`src/hdl/tap_edge_lane.sv`:
```
// One edge lane: squared distance, then a pipelined integer square root.
// Depends on nothing but its parameters.
`default_nettype none
module tap_edge_lane #(
    parameter int CW = 16,
    parameter int FB = 8,
    parameter int RW = CW + 1 + FB
) (
    input  wire logic                 i_clk,
    input  wire logic signed [CW-1:0] i_x0,
    input  wire logic signed [CW-1:0] i_y0,
    input  wire logic signed [CW-1:0] i_x1,
    input  wire logic signed [CW-1:0] i_y1,
    output logic [RW-1:0]             o_len
);
    localparam int DW = CW + 1;
    localparam int SW = 2 * DW + 1;
    localparam int VW = SW + 2 * FB;
    localparam int NS = VW / 2 + VW % 2;

    logic signed [DW-1:0] r_dx, r_dy;
    logic [2*DW-1:0] r_px, r_py;
    logic [VW-1:0] r_v [0:NS-1];
    logic [RW-1:0] r_q [0:NS];

    always_ff @(posedge i_clk) begin
        r_dx <= DW'(i_x0) - DW'(i_x1);
        r_dy <= DW'(i_y0) - DW'(i_y1);
        r_px <= (2*DW)'(r_dx * r_dx);
        r_py <= (2*DW)'(r_dy * r_dy);
        r_v[0] <= VW'({1'b0, r_px} + {1'b0, r_py}) << (2 * FB);
        r_q[0] <= '0;
    end

    // One result bit per stage, restoring method.
    for (genvar s = 0; s < NS; s++) begin : g_stage
        localparam int SH = 2 * (NS - 1 - s);
        logic [VW+1:0] trial;
        logic [VW+1:0] rem;
        logic          take;
        always_comb begin
            trial = ({2'b0, r_v[s]} >> SH);
            rem   = {(VW+2){1'b0}} | ({r_q[s], 2'b01});
            take  = trial >= rem;
        end
        always_ff @(posedge i_clk) begin
            r_q[s+1] <= RW'({r_q[s], take});
        end
        if (s < NS - 1) begin : g_rem
            always_ff @(posedge i_clk) begin
                if (take) begin
                    r_v[s+1] <= r_v[s] - VW'(rem << SH);
                end else begin
                    r_v[s+1] <= r_v[s];
                end
            end
        end
    end

    assign o_len = r_q[NS];
endmodule
`default_nettype wire

```
`config.mk`:
```
export PLATFORM = sky130hd
export DESIGN_NAME = tap_edge_lane
export DESIGN_NICKNAME = d
export VERILOG_FILES = /design/src/hdl/tap_edge_lane.sv
export SDC_FILE = /design/constraint.sdc
export NUM_CORES = 2
export LEC_CHECK = 0
export ABC_AREA = 1
export BUFFER_PORTS_ARGS = -buffer_cell sky130_fd_sc_hd__buf_2
export CORE_ASPECT_RATIO = 1.2
export CORE_UTILIZATION = 55
export DETAILED_ROUTE_END_ITERATION = 12
export GPL_ROUTABILITY_DRIVEN = 0
export GPL_TIMING_DRIVEN = 0
export MAX_ROUTING_LAYER = met4
export PLACE_DENSITY = 0.82
export SYNTH_ARGS = -nofsm -noshare
export SYNTH_HDL_FRONTEND = slang
export SYNTH_SLANG_ARGS = --single-unit
export TNS_END_PERCENT = 5
```
`constraint.sdc`:
```
create_clock -name i_clk -period 6.3 [get_ports i_clk]
set_input_delay 0.315 -clock i_clk [delete_from_list [all_inputs] [get_ports i_clk]]
set_output_delay 0.315 -clock i_clk [all_outputs]
set_load 0.02 [all_outputs]
```
==> metrics.csv <==
stage;metric;value;unit
critical_path;slowest_stage;fa_1;
global_routing;grt_pass1_vias;81000;
finish;layout_common_cells;nand2_1, inv_1, dfxtp_1;
detailed_routing;firstDrtPassIters;8;
die;num_rows;163;
timing;hold-worst-slack;35.5;ps
place;post_dp_cell_area;94300;um2
status;status;completed;
finish;design_area;100000;um2
finish;nets;14100;
clocking;cts.clk_slew.worst_paths;70;ps
critical_path;r2r_slack;140;ps
critical_path;start_kind;flip-flop;
synth;synth-main-ff-cell;dfxtp_1;
die;io_pins;90;
timing;worst_pin_slew;994;ps
synth;synth_top_area_cell;dfxtp_1;
clocking;cts_max_path_buffers;3;
critical_path;crit_type;flip-flop to flip-flop;
synth;ys.warnings.count;0;
place;place_hpwl;205;mm
timing;fmax;162;MHz
timing;finalCriticalPeriod;6160;ps
critical_path;end_kind;flip-flop;
global_routing;grt-ovfl-total;0;
finish;drive_gt1_share;5.59;%
clocking;htree_levels;4;
timing;finalMaxSlewViolations;0;
detailed_routing;wl_per_cell;17.1;um
timing;clock_skew;34.6;ps
critical_path;path_cells;clkbuf_4 -> buf_4 -> nand2_1 -> fa_2 -> fa_1 -> inv_1 -> fa_1 -> inv_1 -> fa_1 -> fa_1 -> fa_1 -> inv_1 -> ha_1 -> nand2_1 -> nor2_1 -> inv_1 -> nor2_1 -> and3_1 -> nand2_1 -> nand4_1 -> nand2_1;
die;die_h;448;um
timing;finalSetupViolations;0;
die;initial_utilization;55.4;%
critical_path;cp.required;6980;ps
synth;netlist_instances;12600;
clocking;cts_tree;done;
synth;synth_seq_cells;1408;
place;port_buffers;89;
clocking;insertion_delay;820;ps
finish;final_common_cell;nand2_1;
synth;syn_avg_cell_area;7.27;um2
critical_path;path_common_cell;fa_1;
detailed_routing;via_per_inst;5.43;
timing;slew-limit-headroom;33.1;%
critical_path;cp_slowest_stage_delay;660;ps
detailed_routing;drc;0;
synth;synth_cell_types;68;
detailed_routing;drt_wl_total;259;mm
synth;synth_fp_nets;13800;
critical_path;critPathArrivalTime;6840;ps
detailed_routing;routed-via-count;82000;
finish;fin_util;60.9;%
synth;async_flop_share;0;%
clocking;cts_root_buffer;clkbuf_16;
synth;synth_edf_count;0;
critical_path;crit_path_max_fanout;10;
die;dieWidth;374;um
timing;hold_viol_final;0;
clocking;numCtsBuffers;138;
detailed_routing;drt_iter0_markers;7123;
synth;netlist_area;91200;um2
die;fp.coreArea;165000;um2
synth;synth-seq-area-share;30.9;%
finish;syn_to_final_growth;9.92;%
synth;synthTopCellsByArea;dfxtp_1, nand2_1, fa_1;
global_routing;antenna_found_initial;6;
global_routing;track_usage;31.7;%
detailed_routing;postRouteAntennaNets;0;
timing;fin_crit_sh;97.8;%
die;die_area;167000;um2
job;drv_cap;0;
global_routing;grt_max_degree;17;
timing;rsz0062_at_grt;true;
clocking;clock_sinks;1408;
synth;synth_top_area_share;30.9;%
hold_path;worstHoldPathType;input pin to flip-flop;
global_routing;grt_pass1_wl;408;mm
-- stage by stage --
step | setup TNS [ps] | std cells | setup slack (ps)
floorplan | 0 | 12600 | 339
global placement | -14350 | 14800 | -681
detailed placement | -16570 | 14800 | -764
CTS | -45.3 | 15100 | -45.3
global route | -139 | 15100 | -40.1
finish | 0 | 15100 | 136
-- worst paths after layout --
check,startpoint,endpoint,cells past startpoint
setup / recovery,r_dy[5],r_py[33],21
hold / removal,i_y0[2],r_dy[2],3
setup reg to reg,r_dy[5],r_py[33],21
hold reg to reg,r_v[5][36],r_v[6][36],0
-- worst max-delay path, delay by kind of cell, from the launching register on --
kind / cells / cell delay [ps]
adders and majority gates: 7 / 3730
buffers and inverters: 6 / 800
DFF: 1 / 440
and+or+nand+nor: 8 / 1040
-- area by class of cell --
cell class	count	area, um2
diodes	8	20.0
repair buffers	166	1190
clock inverters	73	970
plain buffers	144	1080
fillers	13900	64300
well taps	2145	2680
flip-flops and latches	1408	28200
clock buffers	183	3980
multi-input cells	8520	52900
inverters	2469	9280
-- layer usage --
metal  vias up  global-route usage, %  wire (um)
met5         -                      -          0
met3      1493                   5.15      18500
met4         0                   27.1      25600
met2      3966                   54.0     125000
met1     37200                   31.7      90300
li1      39300                      -          -
-- kinds of logic (layout without fill, tap and decap cells) --
family / Yosys count / count (layout) / synth area share [%]
AND/OR/NAND/NOR: 5797 / 5797 / 26.5
AO/OA/AOI/OAI: 1158 / 1158 / 7.15
XOR/XNOR: 423 / 423 / 4.06
flip-flops: 1408 / 1408 / 30.9
buffers and inverters: 2626 / 3035 / 11.2
other: 0 / 8 / 0
adder cells (fa/ha/maj): 1142 / 1142 / 20.1
-- Yosys cell counts, types with 199 or more instances --
library cell,number
nand3_1,673
nand2_1,3474
a21oi_1,485
o21ai_0,302
xor2_1,224
ha_1,598
inv_1,2443
fa_1,544
xnor2_1,199
nand4_1,206
nor2_1,1058
dfxtp_1,1408
-- state kept, by name, indices dropped and copies added, names as in the netlist --
name,cells
r_dx,17
r_v,958
r_py,33
r_px,33
r_dy,17
r_q,350
-- repair_timing --
| action | CTS | global route |
|---|---|---|
| gates resized for setup | 62 | 117 |
| endpoints found under the setup margin | 39 | 34 |
| pin swaps | 2 | 3 |
| hold endpoints to repair | 33 | 0 |
| buffers inserted | 3 | 6 |
| hold buffers | 68 | 0 |
Power is left out: the tool's default activity adds up to more than one toggle a clock period on the data nets, which glitch-free logic cannot reach.
