<file path="src/hdl/tap_pkg.sv">
// Shared constants for the triangle area/perimeter core.
// No dependencies.
`default_nettype none
package tap_pkg;
    localparam int AREA_W  = 33;
    localparam int PERIM_W = 27;
    localparam int NUM_EDGES = 3;
endpackage
`default_nettype wire

</file>
<file path="src/hdl/tap_det_unit.sv">
// Determinant pipeline: differences, products, sum, absolute value.
// Depends on tap_pkg.
`default_nettype none
module tap_det_unit import tap_pkg::*; #(
    parameter int CW = 16,
    parameter int DEPTH = 4
) (
    input  wire logic                 i_clk,
    input  wire logic signed [CW-1:0] i_ax, i_ay, i_bx, i_by, i_cx, i_cy,
    output logic                      o_real,
    output logic [AREA_W-1:0]         o_mag
);
    localparam int DW = CW + 1;
    localparam int PW = CW + DW;
    localparam int TW = PW + 2;

    logic signed [CW-1:0] r_ax, r_bx, r_cx;
    logic signed [DW-1:0] r_d0, r_d1, r_d2;
    logic signed [PW-1:0] r_p0, r_p1, r_p2;
    logic signed [TW-1:0] r_det;
    logic                 r_rl [0:DEPTH];
    logic [AREA_W-1:0]    r_mg [0:DEPTH];
    logic [TW-1:0]        n_abs;

    always_comb n_abs = r_det[TW-1] ? TW'(-r_det) : TW'(r_det);

    always_ff @(posedge i_clk) begin
        r_ax <= i_ax; r_bx <= i_bx; r_cx <= i_cx;
        r_d0 <= DW'(i_by) - DW'(i_cy);
        r_d1 <= DW'(i_cy) - DW'(i_ay);
        r_d2 <= DW'(i_ay) - DW'(i_by);
        r_p0 <= PW'(r_ax * r_d0);
        r_p1 <= PW'(r_bx * r_d1);
        r_p2 <= PW'(r_cx * r_d2);
        r_det <= TW'(r_p0) + TW'(r_p1) + TW'(r_p2);
        r_rl[0] <= r_det != '0;
        r_mg[0] <= AREA_W'(n_abs);
    end

    for (genvar k = 0; k < DEPTH; k++) begin : g_dly
        always_ff @(posedge i_clk) begin
            r_rl[k+1] <= r_rl[k];
            r_mg[k+1] <= r_mg[k];
        end
    end

    assign o_real = r_rl[DEPTH];
    assign o_mag  = r_mg[DEPTH];
endmodule
`default_nettype wire

</file>
<file path="config.mk">
export PLATFORM = sky130hd
export DESIGN_NAME = tap_det_unit
export DESIGN_NICKNAME = d
export VERILOG_FILES = /design/src/hdl/tap_pkg.sv /design/src/hdl/tap_det_unit.sv
export SDC_FILE = /design/constraint.sdc
export NUM_CORES = 2
export LEC_CHECK = 0
export ABC_AREA = 1
export ABC_CLOCK_PERIOD_IN_PS = 6400
export BUFFER_PORTS_ARGS = -buffer_cell sky130_fd_sc_hd__buf_2
export CELL_PAD_IN_SITES_DETAIL_PLACEMENT = 0
export CELL_PAD_IN_SITES_GLOBAL_PLACEMENT = 2
export CORE_ASPECT_RATIO = 0.75
export CORE_UTILIZATION = 40
export DETAILED_ROUTE_END_ITERATION = 12
export GPL_ROUTABILITY_DRIVEN = 0
export GPL_TIMING_DRIVEN = 1
export PLACE_DENSITY = 0.93
export SYNTH_ARGS = -nofsm -noshare
export SYNTH_HDL_FRONTEND = slang
export SYNTH_SLANG_ARGS = --single-unit
</file>
<file path="constraint.sdc">
create_clock -name i_clk -period 6.4 [get_ports i_clk]
set_input_delay 1.28 -clock i_clk [delete_from_list [all_inputs] [get_ports i_clk]]
set_output_delay 1.28 -clock i_clk [all_outputs]
set_load 0.1 [all_outputs]
</file>
==> out/metrics.csv <==
metric;value;unit
Clock Latency Late Sink;0.66;ns
Mapped Avg Cell Area;7.942;µm²
Sum Neg Setup Slack;0;ns
initial core utilization;40.30;%
CP arrival;6.67;ns
synthesis-to-finish area growth;9.140;%
status;finished, final reports clean;
PortBufs;130;
Post-synth EDFFs;0;
Final Hold Viols;0;
RSZ-0062 raised after global routing;no;
cell family contributing the most delay on the critical path;adder cells;
commonest non-fill, non-tap cell in the layout;inv_1;
DRT iter0 DRCs;2505;
Crit-path slowest cell;dfxtp_1;
Core Region;120000;µm²
Slew @ Worst Pin;0.9155;ns
vias in the first global route;37586;
synth top area cells;fa_1 (36%), dfxtp_1 (17%), inv_1 (13%);
asr flop ratio synth;0;%
YS warnings;0;
Post-Syn Instances;6090;
Routed Antenna Nets;0;
Ports;131;
worst path required time;6.94;ns
Root Buffer;clkbuf_16;
Max FO, Critical Path;9;
largest net degree at the start of global routing;26;
Die H;303.1;µm
GR Util All Layers;21.88;%
DIE AREA;122300;µm²
max cap viols;0;
Inserted Clock Buffers;46;
sequential fraction of the synthesis area;16.68;%
Non-Filler Instances;7842;
critical-path cell list;nand2_1 -> fa_1 -> inv_1 -> fa_1 -> inv_1 -> fa_1 -> inv_1 -> fa_1 -> inv_1 -> fa_1 -> fa_1 -> inv_1 -> ha_1 -> nand2_1 -> nor3_1 -> nand2_1 -> nand2_1 -> a21oi_1 -> nand2_1 -> nand2_1;
#FFs+latches synth;403;
CP bufs+invs;5;
DRT Pass-1 Iters;6;
dpl hpwl;111700;µm
Synth Cell Area;48370;µm²
Yosys top cell by area;fa_1;
DR vias/cell;4.638;
first-pass GRT wire length;209200;µm
final setup violation count;0;
most frequent cells in the layout;inv_1 (1,684), nand2_1 (1,563), fa_1 (865);
min Tclk post-route;6.125;ns
# fillers;12223;
die width;403.5;µm
clk buf depth;3;
routed via count;36373;
final wirelength;128200;µm
share of layout cells above drive strength 1;5.968;%
DR WL/cell;16.35;µm
CTS tree;built;
Clock transition at path regs;0.07;ns
initial antenna violation count;1;
Worst Setup Start Kind;register;
Worst Path Class, Setup;reg -> reg;
clk sink count;403;
Final nets;7476;
DRC;0;
Hold WC Path Type;reg -> reg;
max-slew violations;0;
post-synth top area share;35.80;%
fmax;163.3;MHz
# rows;110;
placed insts;7756;
Worst setup EP type;register;
Final Cycle Share;95.70;%
syn_nets;7386;
grt total ovfl;0;
Yosys cell types;43;
relative slew slack;38.88;%
crit-path max cell delay;0.67;ns
clock skew;0.04710;ns
prevailing post-synth register cell;dfxtp_1;
H-tree depth;2;
## Yosys cell counts, drive strengths merged (6+ instances only)
| cell type | n |
|---|---|
| xor2 | 114 |
| nand3b | 10 |
| nand2 | 1574 |
| fa | 865 |
| clkbuf | 178 |
| nand3 | 174 |
| dfxtp | 403 |
| nor2 | 251 |
| o21ai | 98 |
| o21a | 6 |
| inv | 1685 |
| nand4 | 51 |
| or2 | 18 |
| xnor2 | 27 |
| ha | 334 |
| o21bai | 24 |
| a21oi | 189 |
| o31ai | 8 |
| a21o | 8 |
| a21boi | 6 |
| nor3 | 45 |
## per-stage QoR
step | util, % | setup slack [ns] | cell area [µm²] | hold slack (ns)
finish | 43.98 | 0.2753 | 52790 | 0.3208
global route | 43.98 | 0.005886 | 52780 | 0.3243
CTS | 43.97 | 0.2265 | 52770 | 0.3211
detailed placement | 42.55 | 0.2810 | 51070 | 0.3121
global placement | 42.55 | 0.1916 | 51070 | 0.3120
floorplan | - | 0.9530 | 48370 | 0.3096
## final timing paths
path | startpoint | endpoint | slack, ns | depth (start not counted)
max | r_ax[5]$_DFF_P_ | r_p0[32]$_DFF_P_ | 0.28 | 20
max reg2reg | r_ax[5]$_DFF_P_ | r_p0[32]$_DFF_P_ | 0.28 | 20
min | r_mg[0][22]$_DFF_P_ | r_mg[1][22]$_DFF_P_ | 0.32 | 0
min reg2reg | r_mg[0][22]$_DFF_P_ | r_mg[1][22]$_DFF_P_ | 0.32 | 0
## routing by layer
metal / track usage [%] / part of all wire [%] / vias to the layer above
met2: 31.52 / 40 / 917
met1: 33.45 / 51 / 17589
li1: - / - / 17759
met4: 6.382 / 3.0 / 0
met5: 0 / 0 / -
met3: 3.600 / 6.7 / 108
## logic make-up after synthesis
family,count (synthesis),synth area share [%]
AND/OR/NAND/NOR,2133,17.88
buffers and inverters,1866,14.48
adder cells (fa/ha/maj),1199,44.44
flip-flops,403,16.68
AO/OA/AOI/OAI,348,3.958
XOR/XNOR,141,2.553
## state kept, by name, indices dropped and copies added (netlist names)
name and cells:
r_p1 33, r_d1 17, r_mg 165, r_d2 17, r_p2 33, r_bx 16
r_rl 5, r_det 35, r_ax 16, r_cx 16, r_d0 17, r_p0 33
## layout make-up
cell class / instances / area (µm²) / area share (%)
clock buffer: 52 / 1204 / 2.280
antenna: 2 / 5.005 / 0.009481
clock inverter: 32 / 501.7 / 0.9505
sequential: 403 / 8078 / 15.30
timing repair buffer: 223 / 1349 / 2.555
multi-input combinational: 3821 / 33290 / 63.07
inverter: 1685 / 6325 / 11.98
tap: 1624 / 2032 / 3.849
## what timing repair did
item                       CTS  global route
setup endpoints to repair    0             5
setup buffers                0             0
resized for setup            0             8
hold buffers                 0             0
Power is left out: the tool's default activity adds up to more than one toggle a clock period on the data nets, which glitch-free logic cannot reach.
